===== src/hdl/rdc_pkg.sv =====
// ----------------------------------------------------------------------------
// Radix digit converter package
// Widths, constants, shared types and the digit-to-character table.
// ----------------------------------------------------------------------------
package rdc_pkg;

   localparam int VALUE_W  = 32;
   localparam int MAG_W    = VALUE_W - 1;
   localparam int DIGIT_W  = 4;
   localparam int CHAR_W   = 7;
   localparam int BASE_W   = 5;

   localparam logic [BASE_W-1:0] BASE_RESET = 5'd10;
   localparam logic [BASE_W-1:0] BASE_MIN   = 5'd2;
   localparam logic [BASE_W-1:0] BASE_MAX   = 5'd16;

   // The division works through a 32-bit word, eight bits per cycle.
   localparam int WORK_W   = 32;
   localparam int CHUNK_W  = 8;
   localparam int CHUNKS   = WORK_W / CHUNK_W;
   localparam int CHUNK_CW = $clog2(CHUNKS);

   // Command queue between the front and the back.
   localparam int FIFO_DEPTH = 2;
   localparam int FIFO_PW    = $clog2(FIFO_DEPTH);
   localparam int FIFO_CW    = $clog2(FIFO_DEPTH + 1);

   localparam logic [CHAR_W-1:0] GLYPHS [16] = '{
      7'd48, 7'd49, 7'd50, 7'd51, 7'd52, 7'd53, 7'd54, 7'd55,
      7'd56, 7'd57, 7'd65, 7'd66, 7'd67, 7'd68, 7'd69, 7'd70
   };

   typedef struct packed {
      logic             negative;
      logic [MAG_W-1:0] magnitude;
   } rdc_cmd_type;

   typedef enum logic [4:0] {
      ST_IDLE   = 5'b00001,
      ST_DIVIDE = 5'b00010,
      ST_READ   = 5'b00100,
      ST_EMIT   = 5'b01000,
      ST_ERROR  = 5'b10000
   } rdc_state_type;

   function automatic logic [CHAR_W-1:0] glyph_of(input logic [DIGIT_W-1:0] d);
      return GLYPHS[d];
   endfunction

   // Bases below two act as two, bases above sixteen act as sixteen.
   function automatic logic [BASE_W-1:0] effective_base(input logic [BASE_W-1:0] b);
      logic [BASE_W-1:0] r;
      if (b < BASE_MIN) begin
         r = BASE_MIN;
      end else if (b > BASE_MAX) begin
         r = BASE_MAX;
      end else begin
         r = b;
      end
      return r;
   endfunction

endpackage


===== src/hdl/rdc_req_if.sv =====
// ----------------------------------------------------------------------------
// Request channel
// Valid/ready channel carrying one signed value per item.
// ----------------------------------------------------------------------------
interface rdc_req_if;
   import rdc_pkg::*;

   logic                      valid;
   logic                      ready;
   logic signed [VALUE_W-1:0] value;

   modport source (output valid, output value, input ready);
   modport sink   (input valid, input value, output ready);
endinterface


===== src/hdl/rdc_rsp_if.sv =====
// ----------------------------------------------------------------------------
// Response channel
// Valid/ready channel carrying one digit item per transfer.
// ----------------------------------------------------------------------------
interface rdc_rsp_if;
   import rdc_pkg::*;

   logic               valid;
   logic               ready;
   logic [DIGIT_W-1:0] digit;
   logic [CHAR_W-1:0]  char_code;
   logic               error;
   logic               last;

   modport source (output valid, output digit, output char_code, output error,
                   output last, input ready);
   modport sink   (input valid, input digit, input char_code, input error,
                   input last, output ready);
endinterface


===== src/hdl/rdc_front.sv =====
// ----------------------------------------------------------------------------
// Radix digit converter front end
// Accepts request items, splits off the sign and registers the command.
// ----------------------------------------------------------------------------
module rdc_front (
   input  logic                clock,
   input  logic                reset,
   rdc_req_if.sink             req_chan,
   output logic                cmd_valid,
   input  logic                cmd_ready,
   output rdc_pkg::rdc_cmd_type cmd
);
   import rdc_pkg::*;

   logic        hold_valid_ff, hold_valid_in;
   rdc_cmd_type hold_cmd_ff, hold_cmd_in;
   logic        take;

   assign req_chan.ready = !hold_valid_ff || cmd_ready;
   assign take           = req_chan.valid && req_chan.ready;

   always_comb begin
      hold_valid_in = hold_valid_ff;
      hold_cmd_in   = hold_cmd_ff;
      if (take) begin
         hold_valid_in         = 1'b1;
         hold_cmd_in.negative  = req_chan.value[VALUE_W-1];
         hold_cmd_in.magnitude = req_chan.value[MAG_W-1:0];
      end else if (cmd_ready) begin
         hold_valid_in = 1'b0;
      end
   end

   always_ff @(posedge clock) begin
      if (reset) begin
         hold_valid_ff <= 1'b0;
      end else begin
         hold_valid_ff <= hold_valid_in;
      end
   end

   always_ff @(posedge clock) begin
      hold_cmd_ff <= hold_cmd_in;
   end

   assign cmd_valid = hold_valid_ff;
   assign cmd       = hold_cmd_ff;

endmodule


===== src/hdl/rdc_cmd_fifo.sv =====
// ----------------------------------------------------------------------------
// Radix digit converter command queue
// Short first-in first-out queue that decouples the front and back ends.
// ----------------------------------------------------------------------------
module rdc_cmd_fifo (
   input  logic                 clock,
   input  logic                 reset,
   input  logic                 wr_valid,
   output logic                 wr_ready,
   input  rdc_pkg::rdc_cmd_type wr_cmd,
   output logic                 rd_valid,
   input  logic                 rd_ready,
   output rdc_pkg::rdc_cmd_type rd_cmd
);
   import rdc_pkg::*;

   rdc_cmd_type          entries [FIFO_DEPTH];
   logic [FIFO_PW-1:0]   wr_ptr_ff, wr_ptr_in;
   logic [FIFO_PW-1:0]   rd_ptr_ff, rd_ptr_in;
   logic [FIFO_CW-1:0]   fill_ff, fill_in;
   logic                 push, pop;

   assign wr_ready = (fill_ff != FIFO_CW'(FIFO_DEPTH));
   assign rd_valid = (fill_ff != '0);
   assign push     = wr_valid && wr_ready;
   assign pop      = rd_valid && rd_ready;
   assign rd_cmd   = entries[rd_ptr_ff];

   always_comb begin
      wr_ptr_in = wr_ptr_ff;
      rd_ptr_in = rd_ptr_ff;
      fill_in   = fill_ff;
      if (push) begin
         wr_ptr_in = (wr_ptr_ff == FIFO_PW'(FIFO_DEPTH - 1)) ? '0 : wr_ptr_ff + FIFO_PW'(1);
      end
      if (pop) begin
         rd_ptr_in = (rd_ptr_ff == FIFO_PW'(FIFO_DEPTH - 1)) ? '0 : rd_ptr_ff + FIFO_PW'(1);
      end
      if (push && !pop) begin
         fill_in = fill_ff + FIFO_CW'(1);
      end else if (pop && !push) begin
         fill_in = fill_ff - FIFO_CW'(1);
      end
   end

   always_ff @(posedge clock) begin
      if (reset) begin
         wr_ptr_ff <= '0;
         rd_ptr_ff <= '0;
         fill_ff   <= '0;
      end else begin
         wr_ptr_ff <= wr_ptr_in;
         rd_ptr_ff <= rd_ptr_in;
         fill_ff   <= fill_in;
      end
   end

   always_ff @(posedge clock) begin
      if (push) begin
         entries[wr_ptr_ff] <= wr_cmd;
      end
   end

endmodule


===== src/hdl/rdc_back.sv =====
// ----------------------------------------------------------------------------
// Radix digit converter back end
// Divides by the base eight bits per cycle, stacks the remainders, then
// pops the stack into a registered response.
// ----------------------------------------------------------------------------
module rdc_back #(
   parameter int STACK_DEPTH = 32
) (
   input  logic                       clock,
   input  logic                       reset,
   input  logic [rdc_pkg::BASE_W-1:0] base,
   input  logic                       cmd_valid,
   output logic                       cmd_ready,
   input  rdc_pkg::rdc_cmd_type       cmd,
   rdc_rsp_if.source                  rsp_chan
);
   import rdc_pkg::*;

   localparam int IDX_W = $clog2(STACK_DEPTH);
   localparam int CNT_W = $clog2(STACK_DEPTH + 1);

   rdc_state_type         state_ff, state_in;
   logic [WORK_W-1:0]     work_ff, work_in;
   logic [DIGIT_W-1:0]    rem_ff, rem_in;
   logic [CHUNK_CW-1:0]   chunk_ff, chunk_in;
   logic [CNT_W-1:0]      count_ff, count_in;
   logic                  last_ff, last_in;
   logic [DIGIT_W-1:0]    rd_data_ff;
   logic [DIGIT_W-1:0]    stack_mem [STACK_DEPTH];

   logic                  rsp_valid_ff, rsp_valid_in;
   logic [DIGIT_W-1:0]    rsp_digit_ff, rsp_digit_in;
   logic [CHAR_W-1:0]     rsp_char_ff, rsp_char_in;
   logic                  rsp_error_ff, rsp_error_in;
   logic                  rsp_last_ff, rsp_last_in;

   logic [CHUNK_W-1:0]    qbits;
   logic [DIGIT_W-1:0]    rem_step;
   logic [WORK_W-1:0]     work_step;
   logic [CNT_W-1:0]      count_dec;
   logic                  push_en, rd_en, out_free;

   // Eight steps of restoring division; the remainder stays below the base.
   always_comb begin : div_step
      logic [DIGIT_W:0]   trial;
      logic [DIGIT_W-1:0] r;
      r     = rem_ff;
      qbits = '0;
      for (int i = CHUNK_W - 1; i >= 0; i--) begin
         trial = {r, work_ff[WORK_W - CHUNK_W + i]};
         if (trial >= base) begin
            trial    = trial - base;
            qbits[i] = 1'b1;
         end
         r = trial[DIGIT_W-1:0];
      end
      rem_step = r;
   end

   assign work_step = {work_ff[WORK_W-CHUNK_W-1:0], qbits};
   assign count_dec = count_ff - CNT_W'(1);
   assign out_free  = !rsp_valid_ff || rsp_chan.ready;
   assign cmd_ready = (state_ff == ST_IDLE);
   assign push_en   = (state_ff == ST_DIVIDE) && (chunk_ff == CHUNK_CW'(CHUNKS - 1))
                      && (count_ff < CNT_W'(STACK_DEPTH));
   assign rd_en     = (state_ff == ST_READ);

   always_comb begin
      state_in     = state_ff;
      work_in      = work_ff;
      rem_in       = rem_ff;
      chunk_in     = chunk_ff;
      count_in     = count_ff;
      last_in      = last_ff;
      rsp_valid_in = rsp_valid_ff && !rsp_chan.ready;
      rsp_digit_in = rsp_digit_ff;
      rsp_char_in  = rsp_char_ff;
      rsp_error_in = rsp_error_ff;
      rsp_last_in  = rsp_last_ff;
      unique case (state_ff)
         ST_IDLE: begin
            if (cmd_valid) begin
               if (cmd.negative) begin
                  state_in = ST_ERROR;
               end else begin
                  state_in = ST_DIVIDE;
                  work_in  = WORK_W'(cmd.magnitude);
                  rem_in   = '0;
                  chunk_in = '0;
                  count_in = '0;
               end
            end
         end
         ST_DIVIDE: begin
            work_in = work_step;
            if (chunk_ff == CHUNK_CW'(CHUNKS - 1)) begin
               if (push_en) begin
                  count_in = count_ff + CNT_W'(1);
               end
               rem_in   = '0;
               chunk_in = '0;
               if (work_step == '0) begin
                  state_in = ST_READ;
               end
            end else begin
               rem_in   = rem_step;
               chunk_in = chunk_ff + CHUNK_CW'(1);
            end
         end
         ST_READ: begin
            count_in = count_dec;
            last_in  = (count_dec == '0);
            state_in = ST_EMIT;
         end
         ST_EMIT: begin
            if (out_free) begin
               rsp_valid_in = 1'b1;
               rsp_digit_in = rd_data_ff;
               rsp_char_in  = glyph_of(rd_data_ff);
               rsp_error_in = 1'b0;
               rsp_last_in  = last_ff;
               state_in     = last_ff ? ST_IDLE : ST_READ;
            end
         end
         ST_ERROR: begin
            if (out_free) begin
               rsp_valid_in = 1'b1;
               rsp_digit_in = '0;
               rsp_char_in  = '0;
               rsp_error_in = 1'b1;
               rsp_last_in  = 1'b1;
               state_in     = ST_IDLE;
            end
         end
         default: begin
            state_in = ST_IDLE;
         end
      endcase
   end

   always_ff @(posedge clock) begin
      if (reset) begin
         state_ff     <= ST_IDLE;
         count_ff     <= '0;
         chunk_ff     <= '0;
         rsp_valid_ff <= 1'b0;
      end else begin
         state_ff     <= state_in;
         count_ff     <= count_in;
         chunk_ff     <= chunk_in;
         rsp_valid_ff <= rsp_valid_in;
      end
   end

   always_ff @(posedge clock) begin
      work_ff      <= work_in;
      rem_ff       <= rem_in;
      last_ff      <= last_in;
      rsp_digit_ff <= rsp_digit_in;
      rsp_char_ff  <= rsp_char_in;
      rsp_error_ff <= rsp_error_in;
      rsp_last_ff  <= rsp_last_in;
   end

   // Digit stack: one write port, one registered read port.
   always_ff @(posedge clock) begin
      if (push_en) begin
         stack_mem[count_ff[IDX_W-1:0]] <= rem_step;
      end
      if (rd_en) begin
         rd_data_ff <= stack_mem[count_dec[IDX_W-1:0]];
      end
   end

   assign rsp_chan.valid     = rsp_valid_ff;
   assign rsp_chan.digit     = rsp_digit_ff;
   assign rsp_chan.char_code = rsp_char_ff;
   assign rsp_chan.error     = rsp_error_ff;
   assign rsp_chan.last      = rsp_last_ff;

endmodule


===== src/hdl/radix_digit_converter.sv =====
// ----------------------------------------------------------------------------
// Radix digit converter
// Converts signed 32-bit values into digit items in a configurable base.
// ----------------------------------------------------------------------------
// Each request item carries one signed 32-bit value. A non-negative value is
// turned into its digits in the base held in the csr register (reset value
// ten; values below two act as two, values above sixteen act as sixteen),
// and the digits leave the response channel most significant first, one item
// per digit, each with its ASCII character from 0-9 and A-F and with last set
// on the final digit. A value of zero gives the single digit 0. A negative
// value gives one item with error and last set and zero digit and character.
// The back end picks up the command, then divides a 32-bit work word by the
// base eight bits per cycle once per digit, then for each digit reads the
// digit stack and loads the output register. A negative value skips the
// division. The front register and a two-entry command queue take up to
// three further items while the back end is busy, and the output register
// holds a finished item while the next digit is prepared. The digit stack
// needs no clearing after reset. The base may only be written while the
// block is idle.
// ----------------------------------------------------------------------------
module radix_digit_converter #(
   parameter int STACK_DEPTH = 32
) (
   input  logic                       clock,
   input  logic                       reset,
   rdc_req_if.sink                    req_chan,
   rdc_rsp_if.source                  rsp_chan,
   input  logic                       csr_wr_en,
   input  logic [rdc_pkg::BASE_W-1:0] csr_wr_data
);
   import rdc_pkg::*;

   logic [BASE_W-1:0] base_ff, base_in;
   logic [BASE_W-1:0] base_eff;

   logic        front_valid, front_ready;
   rdc_cmd_type front_cmd;
   logic        queue_valid, queue_ready;
   rdc_cmd_type queue_cmd;

   // Base register; the clamp keeps the divisor between two and sixteen.
   assign base_in  = csr_wr_en ? csr_wr_data : base_ff;
   assign base_eff = effective_base(base_ff);

   always_ff @(posedge clock) begin
      if (reset) begin
         base_ff <= BASE_RESET;
      end else begin
         base_ff <= base_in;
      end
   end

   // Front end: takes request items and splits off the sign.
   rdc_front u_front (
      .clock     (clock),
      .reset     (reset),
      .req_chan  (req_chan),
      .cmd_valid (front_valid),
      .cmd_ready (front_ready),
      .cmd       (front_cmd)
   );

   // Command queue lets the front keep accepting while the back divides.
   rdc_cmd_fifo u_queue (
      .clock    (clock),
      .reset    (reset),
      .wr_valid (front_valid),
      .wr_ready (front_ready),
      .wr_cmd   (front_cmd),
      .rd_valid (queue_valid),
      .rd_ready (queue_ready),
      .rd_cmd   (queue_cmd)
   );

   // Back end: division, digit stack and response register.
   rdc_back #(
      .STACK_DEPTH (STACK_DEPTH)
   ) u_back (
      .clock     (clock),
      .reset     (reset),
      .base      (base_eff),
      .cmd_valid (queue_valid),
      .cmd_ready (queue_ready),
      .cmd       (queue_cmd),
      .rsp_chan  (rsp_chan)
   );

endmodule


===== src/flat_wrapper.sv =====
// flat-port wrapper written by rule: the top's interface ports become plain ports
module radix_digit_converter_flat import rdc_pkg::*;
#(
   parameter int STACK_DEPTH = 32
)
  (clock, reset, csr_wr_en, csr_wr_data, req_chan_valid, req_chan_value, req_chan_ready, rsp_chan_valid, rsp_chan_digit, rsp_chan_char_code, rsp_chan_error, rsp_chan_last, rsp_chan_ready);
  rdc_req_if req_chan_i ();
  rdc_rsp_if rsp_chan_i ();
  input  logic clock;
  input  logic reset;
  input  logic csr_wr_en;
  input  logic [rdc_pkg::BASE_W-1:0] csr_wr_data;
  input wire logic [$bits(req_chan_i.valid)-1:0] req_chan_valid;
  input wire logic [$bits(req_chan_i.value)-1:0] req_chan_value;
  output wire logic [$bits(req_chan_i.ready)-1:0] req_chan_ready;
  output wire logic [$bits(rsp_chan_i.valid)-1:0] rsp_chan_valid;
  output wire logic [$bits(rsp_chan_i.digit)-1:0] rsp_chan_digit;
  output wire logic [$bits(rsp_chan_i.char_code)-1:0] rsp_chan_char_code;
  output wire logic [$bits(rsp_chan_i.error)-1:0] rsp_chan_error;
  output wire logic [$bits(rsp_chan_i.last)-1:0] rsp_chan_last;
  input wire logic [$bits(rsp_chan_i.ready)-1:0] rsp_chan_ready;
  assign req_chan_i.valid = req_chan_valid;
  assign req_chan_i.value = req_chan_value;
  assign req_chan_ready = req_chan_i.ready;
  assign rsp_chan_valid = rsp_chan_i.valid;
  assign rsp_chan_digit = rsp_chan_i.digit;
  assign rsp_chan_char_code = rsp_chan_i.char_code;
  assign rsp_chan_error = rsp_chan_i.error;
  assign rsp_chan_last = rsp_chan_i.last;
  assign rsp_chan_i.ready = rsp_chan_ready;
  radix_digit_converter #(.STACK_DEPTH(STACK_DEPTH)) u_core (.clock(clock), .reset(reset), .req_chan(req_chan_i), .rsp_chan(rsp_chan_i), .csr_wr_en(csr_wr_en), .csr_wr_data(csr_wr_data));
endmodule

===== config.mk =====
export PLATFORM = sky130hd
export DESIGN_NAME = radix_digit_converter_flat
export DESIGN_NICKNAME = d
export VERILOG_FILES = /design/src/hdl/rdc_pkg.sv /design/src/hdl/rdc_req_if.sv /design/src/hdl/rdc_rsp_if.sv /design/src/hdl/rdc_front.sv /design/src/hdl/rdc_cmd_fifo.sv /design/src/hdl/rdc_back.sv /design/src/hdl/radix_digit_converter.sv /design/src/flat_wrapper.sv
export SDC_FILE = /design/constraint.sdc
export NUM_CORES = 1
export LEC_CHECK = 0
export ABC_AREA = 1
export CAP_MARGIN = 20
export CORE_ASPECT_RATIO = 1.2
export CORE_MARGIN = 2
export CORE_UTILIZATION = 30
export DETAILED_ROUTE_END_ITERATION = 10
export DONT_BUFFER_PORTS = 1
export PLACE_DENSITY = 0.55
export SETUP_SLACK_MARGIN = 0.2
export SLEW_MARGIN = 20
export SYNTH_ARGS = -nofsm -noshare
export SYNTH_HDL_FRONTEND = slang
export SYNTH_HIERARCHICAL = 1
export SYNTH_SLANG_ARGS = --single-unit

===== constraint.sdc =====
create_clock -name clock -period 9.6 [get_ports clock]
set_input_delay 0 -clock clock [delete_from_list [all_inputs] [get_ports clock]]
set_output_delay 0 -clock clock [all_outputs]
set_load 0.005 [all_outputs]

=== Word-level counts from Yosys, hierarchy flattened ===
Memories as Yosys holds them, arrays and structs flattened. A register that Yosys moved wholly into a read port is not among the register bits.
Cells that the tools add are included.

* Bitwise gates (word level): 1
* Equal/unequal tests: 14
* Mux-type cells: 69
* Magnitude comparators: 12
* Add/sub/neg operators: 15
* Reductions and logical operators: 28

{| class="wikitable"
|+ Operators with widths
! cell !! number
|-
| two-way mux 32 bit || 2
|-
| case mux 32 bit (2 select lines) || 1
|-
| two-way mux 4 bit || 13
|-
| >= comparator 5 bit || 8
|-
| two-way mux 5 bit || 8
|-
| logical NOT 32 bit || 1
|-
| subtractor 4 bit || 8
|-
| two-way mux 7 bit || 4
|-
| case mux 5 bit (5 select lines) || 1
|-
| two-way mux 6 bit || 4
|-
| two-way mux 1 bit || 23
|-
| case mux 6 bit (3 select lines) || 1
|-
| case mux 4 bit (2 select lines) || 2
|-
| case mux 7 bit (2 select lines) || 1
|-
| != test 2 bit (second input constant) || 6
|-
| two-way mux 2 bit || 5
|-
| AND reduction 5 bit || 2
|-
| nonzero test 2 bit || 5
|-
| logical AND 1 bit || 8
|-
| adder 6 x 1 -> 6 bit (second input constant) || 1
|-
| logical NOT 6 bit || 1
|-
| < comparator 6 bit (second input constant) || 1
|-
| AND reduction 3 bit || 2
|-
| subtractor 6 x 1 -> 6 bit (second input constant) || 1
|-
| 21 further kinds || 30
|}

* Output and inout port bits: 15
* Bits of input ports: 42
* Bits in read-only memories: 112
* Memories kept: 3
* Logic and storage cells: 160
* RAM bits: 192
* Flip-flop bits (word level): 106

{| class="wikitable"
|+ Memories
! memory !! words !! bits a word !! read ports !! clocked after memory_dff !! wr ports !! line !! text
|-
| u_core.u_back.stack_mem || 32 || 4 || 1 || 1 || 1 || rdc_back.sv:29 || <nowiki>logic [DIGIT_W-1:0] stack_mem [STACK_DEPTH];</nowiki>
|-
| (no name shown) || 16 || 7 || 1 || 0 || 0 || rdc_pkg.sv:47 || <nowiki>return GLYPHS[d];</nowiki>
|-
| u_core.u_queue.entries || 2 || 32 || 1 || 1 || 1 || rdc_cmd_fifo.sv:17 || <nowiki>rdc_cmd_type entries [FIFO_DEPTH];</nowiki>
|}

=== Depth between registers and ports, before layout ===
* Word-level depth: 23
* Mapped depth: 71
* Mapped depth without buffers: 71

=== Cells and area by module ===
Netlist, hierarchy kept.

{| class="wikitable"
|+ By module, submodules not included
! module !! sequential area each (um^2) !! times used !! cells each !! area an instance (um^2)
|-
| rdc_back || 5715.5 || 1 || 1065 || 10201.0
|-
| rdc_cmd_fifo || 2021.9 || 1 || 137 || 2705.1
|-
| rdc_front || 980.9 || 1 || 38 || 1008.5
|-
| radix_digit_converter || 100.1 || 1 || 35 || 220.2
|}

=== Least setup slack after synthesis ===
No wires, ideal clock.

* Kind: register to register
* Start point: reg u_core.base_ff[4]
* End point: mem u_core.u_back.stack_mem[0][2], data pin
* Clock period less this slack: 9.507 ns
* Cell stages (with the launch flop): 65
* Path slack: 0.093 ns
* Library setup time: 0.393 ns
* Arrival: 9.115 ns
* Path buffers: 0
* Data required time: 9.207 ns
* Cells stage by stage: dfxtp_1 > nor2_1 > nand2_1 > nand2_1 > inv_1 > ha_1 > nand2_1 > nor2_1 > o21ai_0 > nand3_2 > o21ai_0 > inv_1 > ha_1 > nand2_1 > inv_1 > nand2_1 > nand3_1 > o21ai_0 > [29 not listed] > nand2_1 > ha_1 > nand2_1 > nand2_1 > nand2_1 > nand3_1 > inv_1 > nand3_1 > and2_1 > ha_1 > nand2_1 > inv_1 > nand3_1 > nand2_1 > nor2_2 > inv_1 > nand3_1 > nand2_1

* Word-level cells in the longest chain between the ends: 19
* Elaborated cells on any way between the ends: 28
* Those cells by class: 8 x add/sub; 10 x order compare; 10 x mux

{| class="wikitable"
|+ RTL lines
! element !! line !! text
|-
| start: declaration || radix_digit_converter.sv:33 || <nowiki>logic [BASE_W-1:0] base_ff, base_in;</nowiki>
|-
| start signal: assignment || radix_digit_converter.sv:49 || <nowiki>base_ff <= base_in;</nowiki>
|-
| greater-than comparator 5 bit || rdc_pkg.sv:55 || <nowiki>end else if (b > BASE_MAX) begin</nowiki>
|-
| two-way mux 5 bit || rdc_pkg.sv:55 ||
|-
| two-way mux 5 bit (*) || rdc_pkg.sv:53 || <nowiki>if (b < BASE_MIN) begin</nowiki>
|-
| via u_core.base_eff[1] || radix_digit_converter.sv:34 || <nowiki>logic [BASE_W-1:0] base_eff;</nowiki>
|-
| subtractor 4 bit / >= comparator 5 bit (equally long branches) || rdc_back.sv:52, rdc_back.sv:51 ||
|-
| two-way mux 4 bit || rdc_back.sv:51 || <nowiki>if (trial >= base) begin</nowiki>
|-
| subtractor 4 bit / >= comparator 5 bit (equally long branches) || rdc_back.sv:52, rdc_back.sv:51 ||
|-
| two-way mux 4 bit || rdc_back.sv:51 ||
|-
| [5 not listed] || -- ||
|-
| two-way mux 4 bit || rdc_back.sv:51 ||
|-
| subtractor 4 bit / >= comparator 5 bit (equally long branches) || rdc_back.sv:52, rdc_back.sv:51 ||
|-
| two-way mux 4 bit || rdc_back.sv:51 ||
|-
| >= comparator 5 bit / subtractor 4 bit (equally long branches) || rdc_back.sv:51, rdc_back.sv:52 ||
|-
| two-way mux 4 bit || rdc_back.sv:51 ||
|-
| subtractor 4 bit / >= comparator 5 bit (equally long branches) || rdc_back.sv:52, rdc_back.sv:51 ||
|-
| two-way mux 4 bit (*) || rdc_back.sv:51 ||
|-
| via u_core.u_back.div_step.trial[2] || rdc_back.sv:45 || <nowiki>logic [DIGIT_W:0] trial;</nowiki>
|-
| end: declaration || rdc_back.sv:29 ||
|}

The timed path passes the listed nets; every way through them passes the cells marked *.

=== Final worst setup path ===
* Start point: reg u_core.base_ff[4]
* End point: mem u_core.u_back.stack_mem[22][0], data pin

* Word-level cells in the longest chain between the ends: 19
* Elaborated cells on any way between the ends: 28
* Those cells by class: 8 x add/sub; 10 x order compare; 10 x mux

{| class="wikitable"
|+ RTL lines
! element !! line
|-
| greater-than comparator 5 bit || rdc_pkg.sv:55
|-
| two-way mux 5 bit || rdc_pkg.sv:55
|-
| two-way mux 5 bit (*) || rdc_pkg.sv:53
|-
| via u_core.base_eff[1] || radix_digit_converter.sv:34
|-
| subtractor 4 bit / >= comparator 5 bit (equally long branches) || rdc_back.sv:52, rdc_back.sv:51
|-
| two-way mux 4 bit || rdc_back.sv:51
|-
| subtractor 4 bit / >= comparator 5 bit (equally long branches) || rdc_back.sv:52, rdc_back.sv:51
|-
| two-way mux 4 bit || rdc_back.sv:51
|-
| [5 not listed] || --
|-
| two-way mux 4 bit || rdc_back.sv:51
|-
| subtractor 4 bit / >= comparator 5 bit (equally long branches) || rdc_back.sv:52, rdc_back.sv:51
|-
| two-way mux 4 bit || rdc_back.sv:51
|-
| subtractor 4 bit / >= comparator 5 bit (equally long branches) || rdc_back.sv:52, rdc_back.sv:51
|-
| two-way mux 4 bit || rdc_back.sv:51
|-
| >= comparator 5 bit (*) || rdc_back.sv:51
|-
| two-way mux 4 bit (*) || rdc_back.sv:51
|-
| via u_core.u_back.div_step.trial[0] || rdc_back.sv:45
|}

Marked as above.

==> metrics <==
outcome=complete, no violations; final worst slack=between 0.6 and 0.7 ns; DP Wirelength=a little over 20000 um; Inst Count DP=1890; Worst-path clk slew=~0.06 ns; initial antenna violation count=0; most common cell in the synthesized netlist=edfxtp_1; # diodes=0; cell area after placement=between 10000 and 15000 um^2; Worst Hold Depth=1; core area=approximately 47000 um^2; Hold Crit Class=in2reg; # IOs=57; final worst path period need=around 9 ns; Worst R2R Setup Slack=~0.64 ns; share of the synthesized area in the top cell type=0.588; R2R Path Start=u_core/base_ff[4]$_SDFFE_PP0P_; TritonCTS clock tree=built; multi-input logic area=5070 um^2; port bufs=0; Detailed Route WL=~31000 um; die width=202 um; die footprint=slightly below 50000 um^2; Sequential Area=roughly 8800 um^2; fin cells=between 2000 and 2500; pre-CTS setup slack=-0.335 ns; Mean Syn Cell Area=~11 um^2; synth top area cells=edfxtp_1 59%, nand2_1 6.5%, nor2_1 5.6%; total CTS buffers=30; asr flop ratio synth=0; remaining antenna violation count=0; final hold vios=0; Max Root-Sink Buffers=3; fill count=4592; Slowest cell on crit path=dfxtp_2; largest net degree at the start of global routing=between 70 and 80; crit start category=flop; post-synthesis cell area=~14000 um^2; Final Instance Area=16900 um^2; synth-to-layout area growth=19.6%; vias post-DR=approximately 9200; CP arrival=9.27 ns; Die H=between 200 and 250 um; # setup viols final=0; Setup Skew=0.0150 ns; Max stage delay on crit path=~0.36 ns; hold_sp=req_chan_value[30]; Nets=between 1000 and 1500; max-cap viol count=0; GPL Wtd Cong=0.867; Crit. Startpoint=u_core/base_ff[4]$_SDFFE_PP0P_; met3 Usage GRT=0.0210; slew margin rel.=0.288; achievable frequency=112 MHz; share of layout cells above drive strength 1=0.160; grt met2 use=0.211; Syn Nets=approximately 1400; vias per cell=around 4.6; post-synthesis register bit count=302; clock sinks=302; WS Path Type=reg2reg; drt initial violations=roughly 650; Synth Warn #=6; crit path to=u_core/u_back/stack_mem[22][0]$_DFFE_PP_; crit path max fanout=8; DRC Markers=0; first-pass GRT wire length=between 40000 and 50000 um; total grt overflow=0; part of the cycle the worst path needs=0.933; Synth area leader=edfxtp_1; Synth cell types=between 40 and 50; Synth Flop Type=edfxtp_1; CP required=~9.9 ns; Slew @ Worst Pin=approximately 1.1 ns; most used cell, CP=nand2_1; Min Hold Slack=0.0620 ns; CTS root buf=clkbuf_16; gr usage total=0.124; worst r2r dst=u_core/u_back/stack_mem[22][0]$_DFFE_PP_; routed len/inst=approximately 16 um; cells on worst reg2reg path=between 60 and 70; Most Crowded Layer GR=met2; H-Tree Depth=1; Worst Setup End Kind=flop; clock latency on the worst-skew pair=between 0.5 and 0.6 ns; max-slew violation count=0; Synth Instances=1275; drt pass-1 iters=5; FP Rows=87; met1 Use GR=0.158; EDFF count, synth=between 200 and 300; synth cell count leaders=277 x edfxtp_1, 245 x nand2_1, 211 x nor2_1, 117 x o21ai_0, 103 x inv_1; post-synthesis sequential area ratio=0.624; vias in the first global route=9169; Initial Util=0.302
worst max-delay path, delay by kind of cell, from the launching register on:
family	cells	cell delay, ns
DFF	1	0.36
AOI/OAI and AO/OA	7	0.88
and+or+nand+nor	41	3.85
buffers and inverters	13	1.35
adders and majority gates	8	2.22
worst min path at each step:
stage               slack (ns)                               endpoint
floorplan                 0.06  u_core/u_front/cmd_valid$_SDFFE_PP0P_
global placement          0.07  u_core/u_front/cmd_valid$_SDFFE_PP0P_
detailed placement        0.07  u_core/u_front/cmd_valid$_SDFFE_PP0P_
CTS                       0.04       u_core/u_front/cmd[30]$_DFFE_PP_
global route              0.05       u_core/u_front/cmd[27]$_DFFE_PP_
finish                    0.06       u_core/u_front/cmd[30]$_DFFE_PP_
metal layers:
metal	wire length, um	share of wire
met4	968	0.031
met3	1260	0.040
met2	15500	0.49
met1	13600	0.43
met5	0	0
kinds of logic after synthesis:
kind of cell / Yosys count / synth area share
flip-flops: 302 / 0.624
buffers and inverters: 150 / 0.0472
multiplexers: 36 / 0.0363
AND/OR/NAND/NOR: 514 / 0.147
adder cells (fa/ha/maj): 57 / 0.0547
XOR/XNOR: 19 / 0.0123
AO/OA/AOI/OAI: 197 / 0.0783
registers in the layout (all words and copies together), names as in the netlist, named ones only:
| register | flops |
|---|---|
| u_core/u_back/last_ff | 1 |
| u_core/u_back/rsp_chan.error | 1 |
| u_core/u_back/rsp_chan.char_code | 6 |
| u_core/u_queue/rd_ptr_ff | 1 |
| u_core/u_queue/fill_ff | 2 |
| u_core/u_back/work_ff | 32 |
| u_core/u_back/rem_ff | 4 |
| u_core/u_back/rsp_chan.digit | 4 |
| u_core/u_back/state_ff | 5 |
| u_core/u_queue/wr_ptr_ff | 1 |
| u_core/u_back/rsp_chan.last | 1 |
| u_core/u_queue/entries | 64 |
| u_core/u_back/stack_mem | 128 |
| u_core/u_back/count_ff | 6 |
| u_core/u_back/rsp_chan.valid | 1 |
| u_core/u_front/cmd | 32 |
| u_core/u_back/rd_data_ff | 4 |
| u_core/u_front/cmd_valid | 1 |
| u_core/base_ff | 5 |
| u_core/u_back/chunk_ff | 2 |
cell usage in the layout, fill, tap and decap left out, drive strengths merged, types with 8 or more instances in the layout:
cell | Yosys | final
dfxtp | 25 | 25
clkinv | 0 | 9
dlygate4sd3 | 0 | 41
a21oi | 28 | 28
nor2 | 215 | 215
edfxtp | 277 | 277
ha | 49 | 49
nand2 | 246 | 247
nand3 | 35 | 36
mux2 | 32 | 32
fa | 8 | 8
clkbuf | 14 | 35
o22ai | 8 | 8
buf | 25 | 47
o21ai | 131 | 131
o32ai | 8 | 8
xor2 | 14 | 14
inv | 111 | 116
o211ai | 10 | 10
through the flow:
step                 util  setup TNS (ns)
floorplan               -               0
global placement    0.319               0
detailed placement  0.319          -35.59
CTS                 0.350               0
global route        0.361       -0.000405
finish              0.361               0
final cells by class:
cell class / instances / area share
clock buffer: 35 / 0.0455
clock inverter: 19 / 0.0129
inverter: 111 / 0.0254
multi-input combinational: 825 / 0.300
sequential: 302 / 0.522
tap: 623 / 0.0461
timing repair buffer: 88 / 0.0476
timing repair inverter: 2 / 0.000740
timing repair:
action,4_1_cts,5_1_grt
hold endpoints to repair,57,0
cloned,0,4
hold buffers,41,0
buffers inserted,0,16
pin swaps,0,20
resized for setup,16,87
endpoints found under the setup margin,137,137
Power is not shown: default switching activity piles up to over one toggle a cycle in this logic, so the estimate is an artifact.
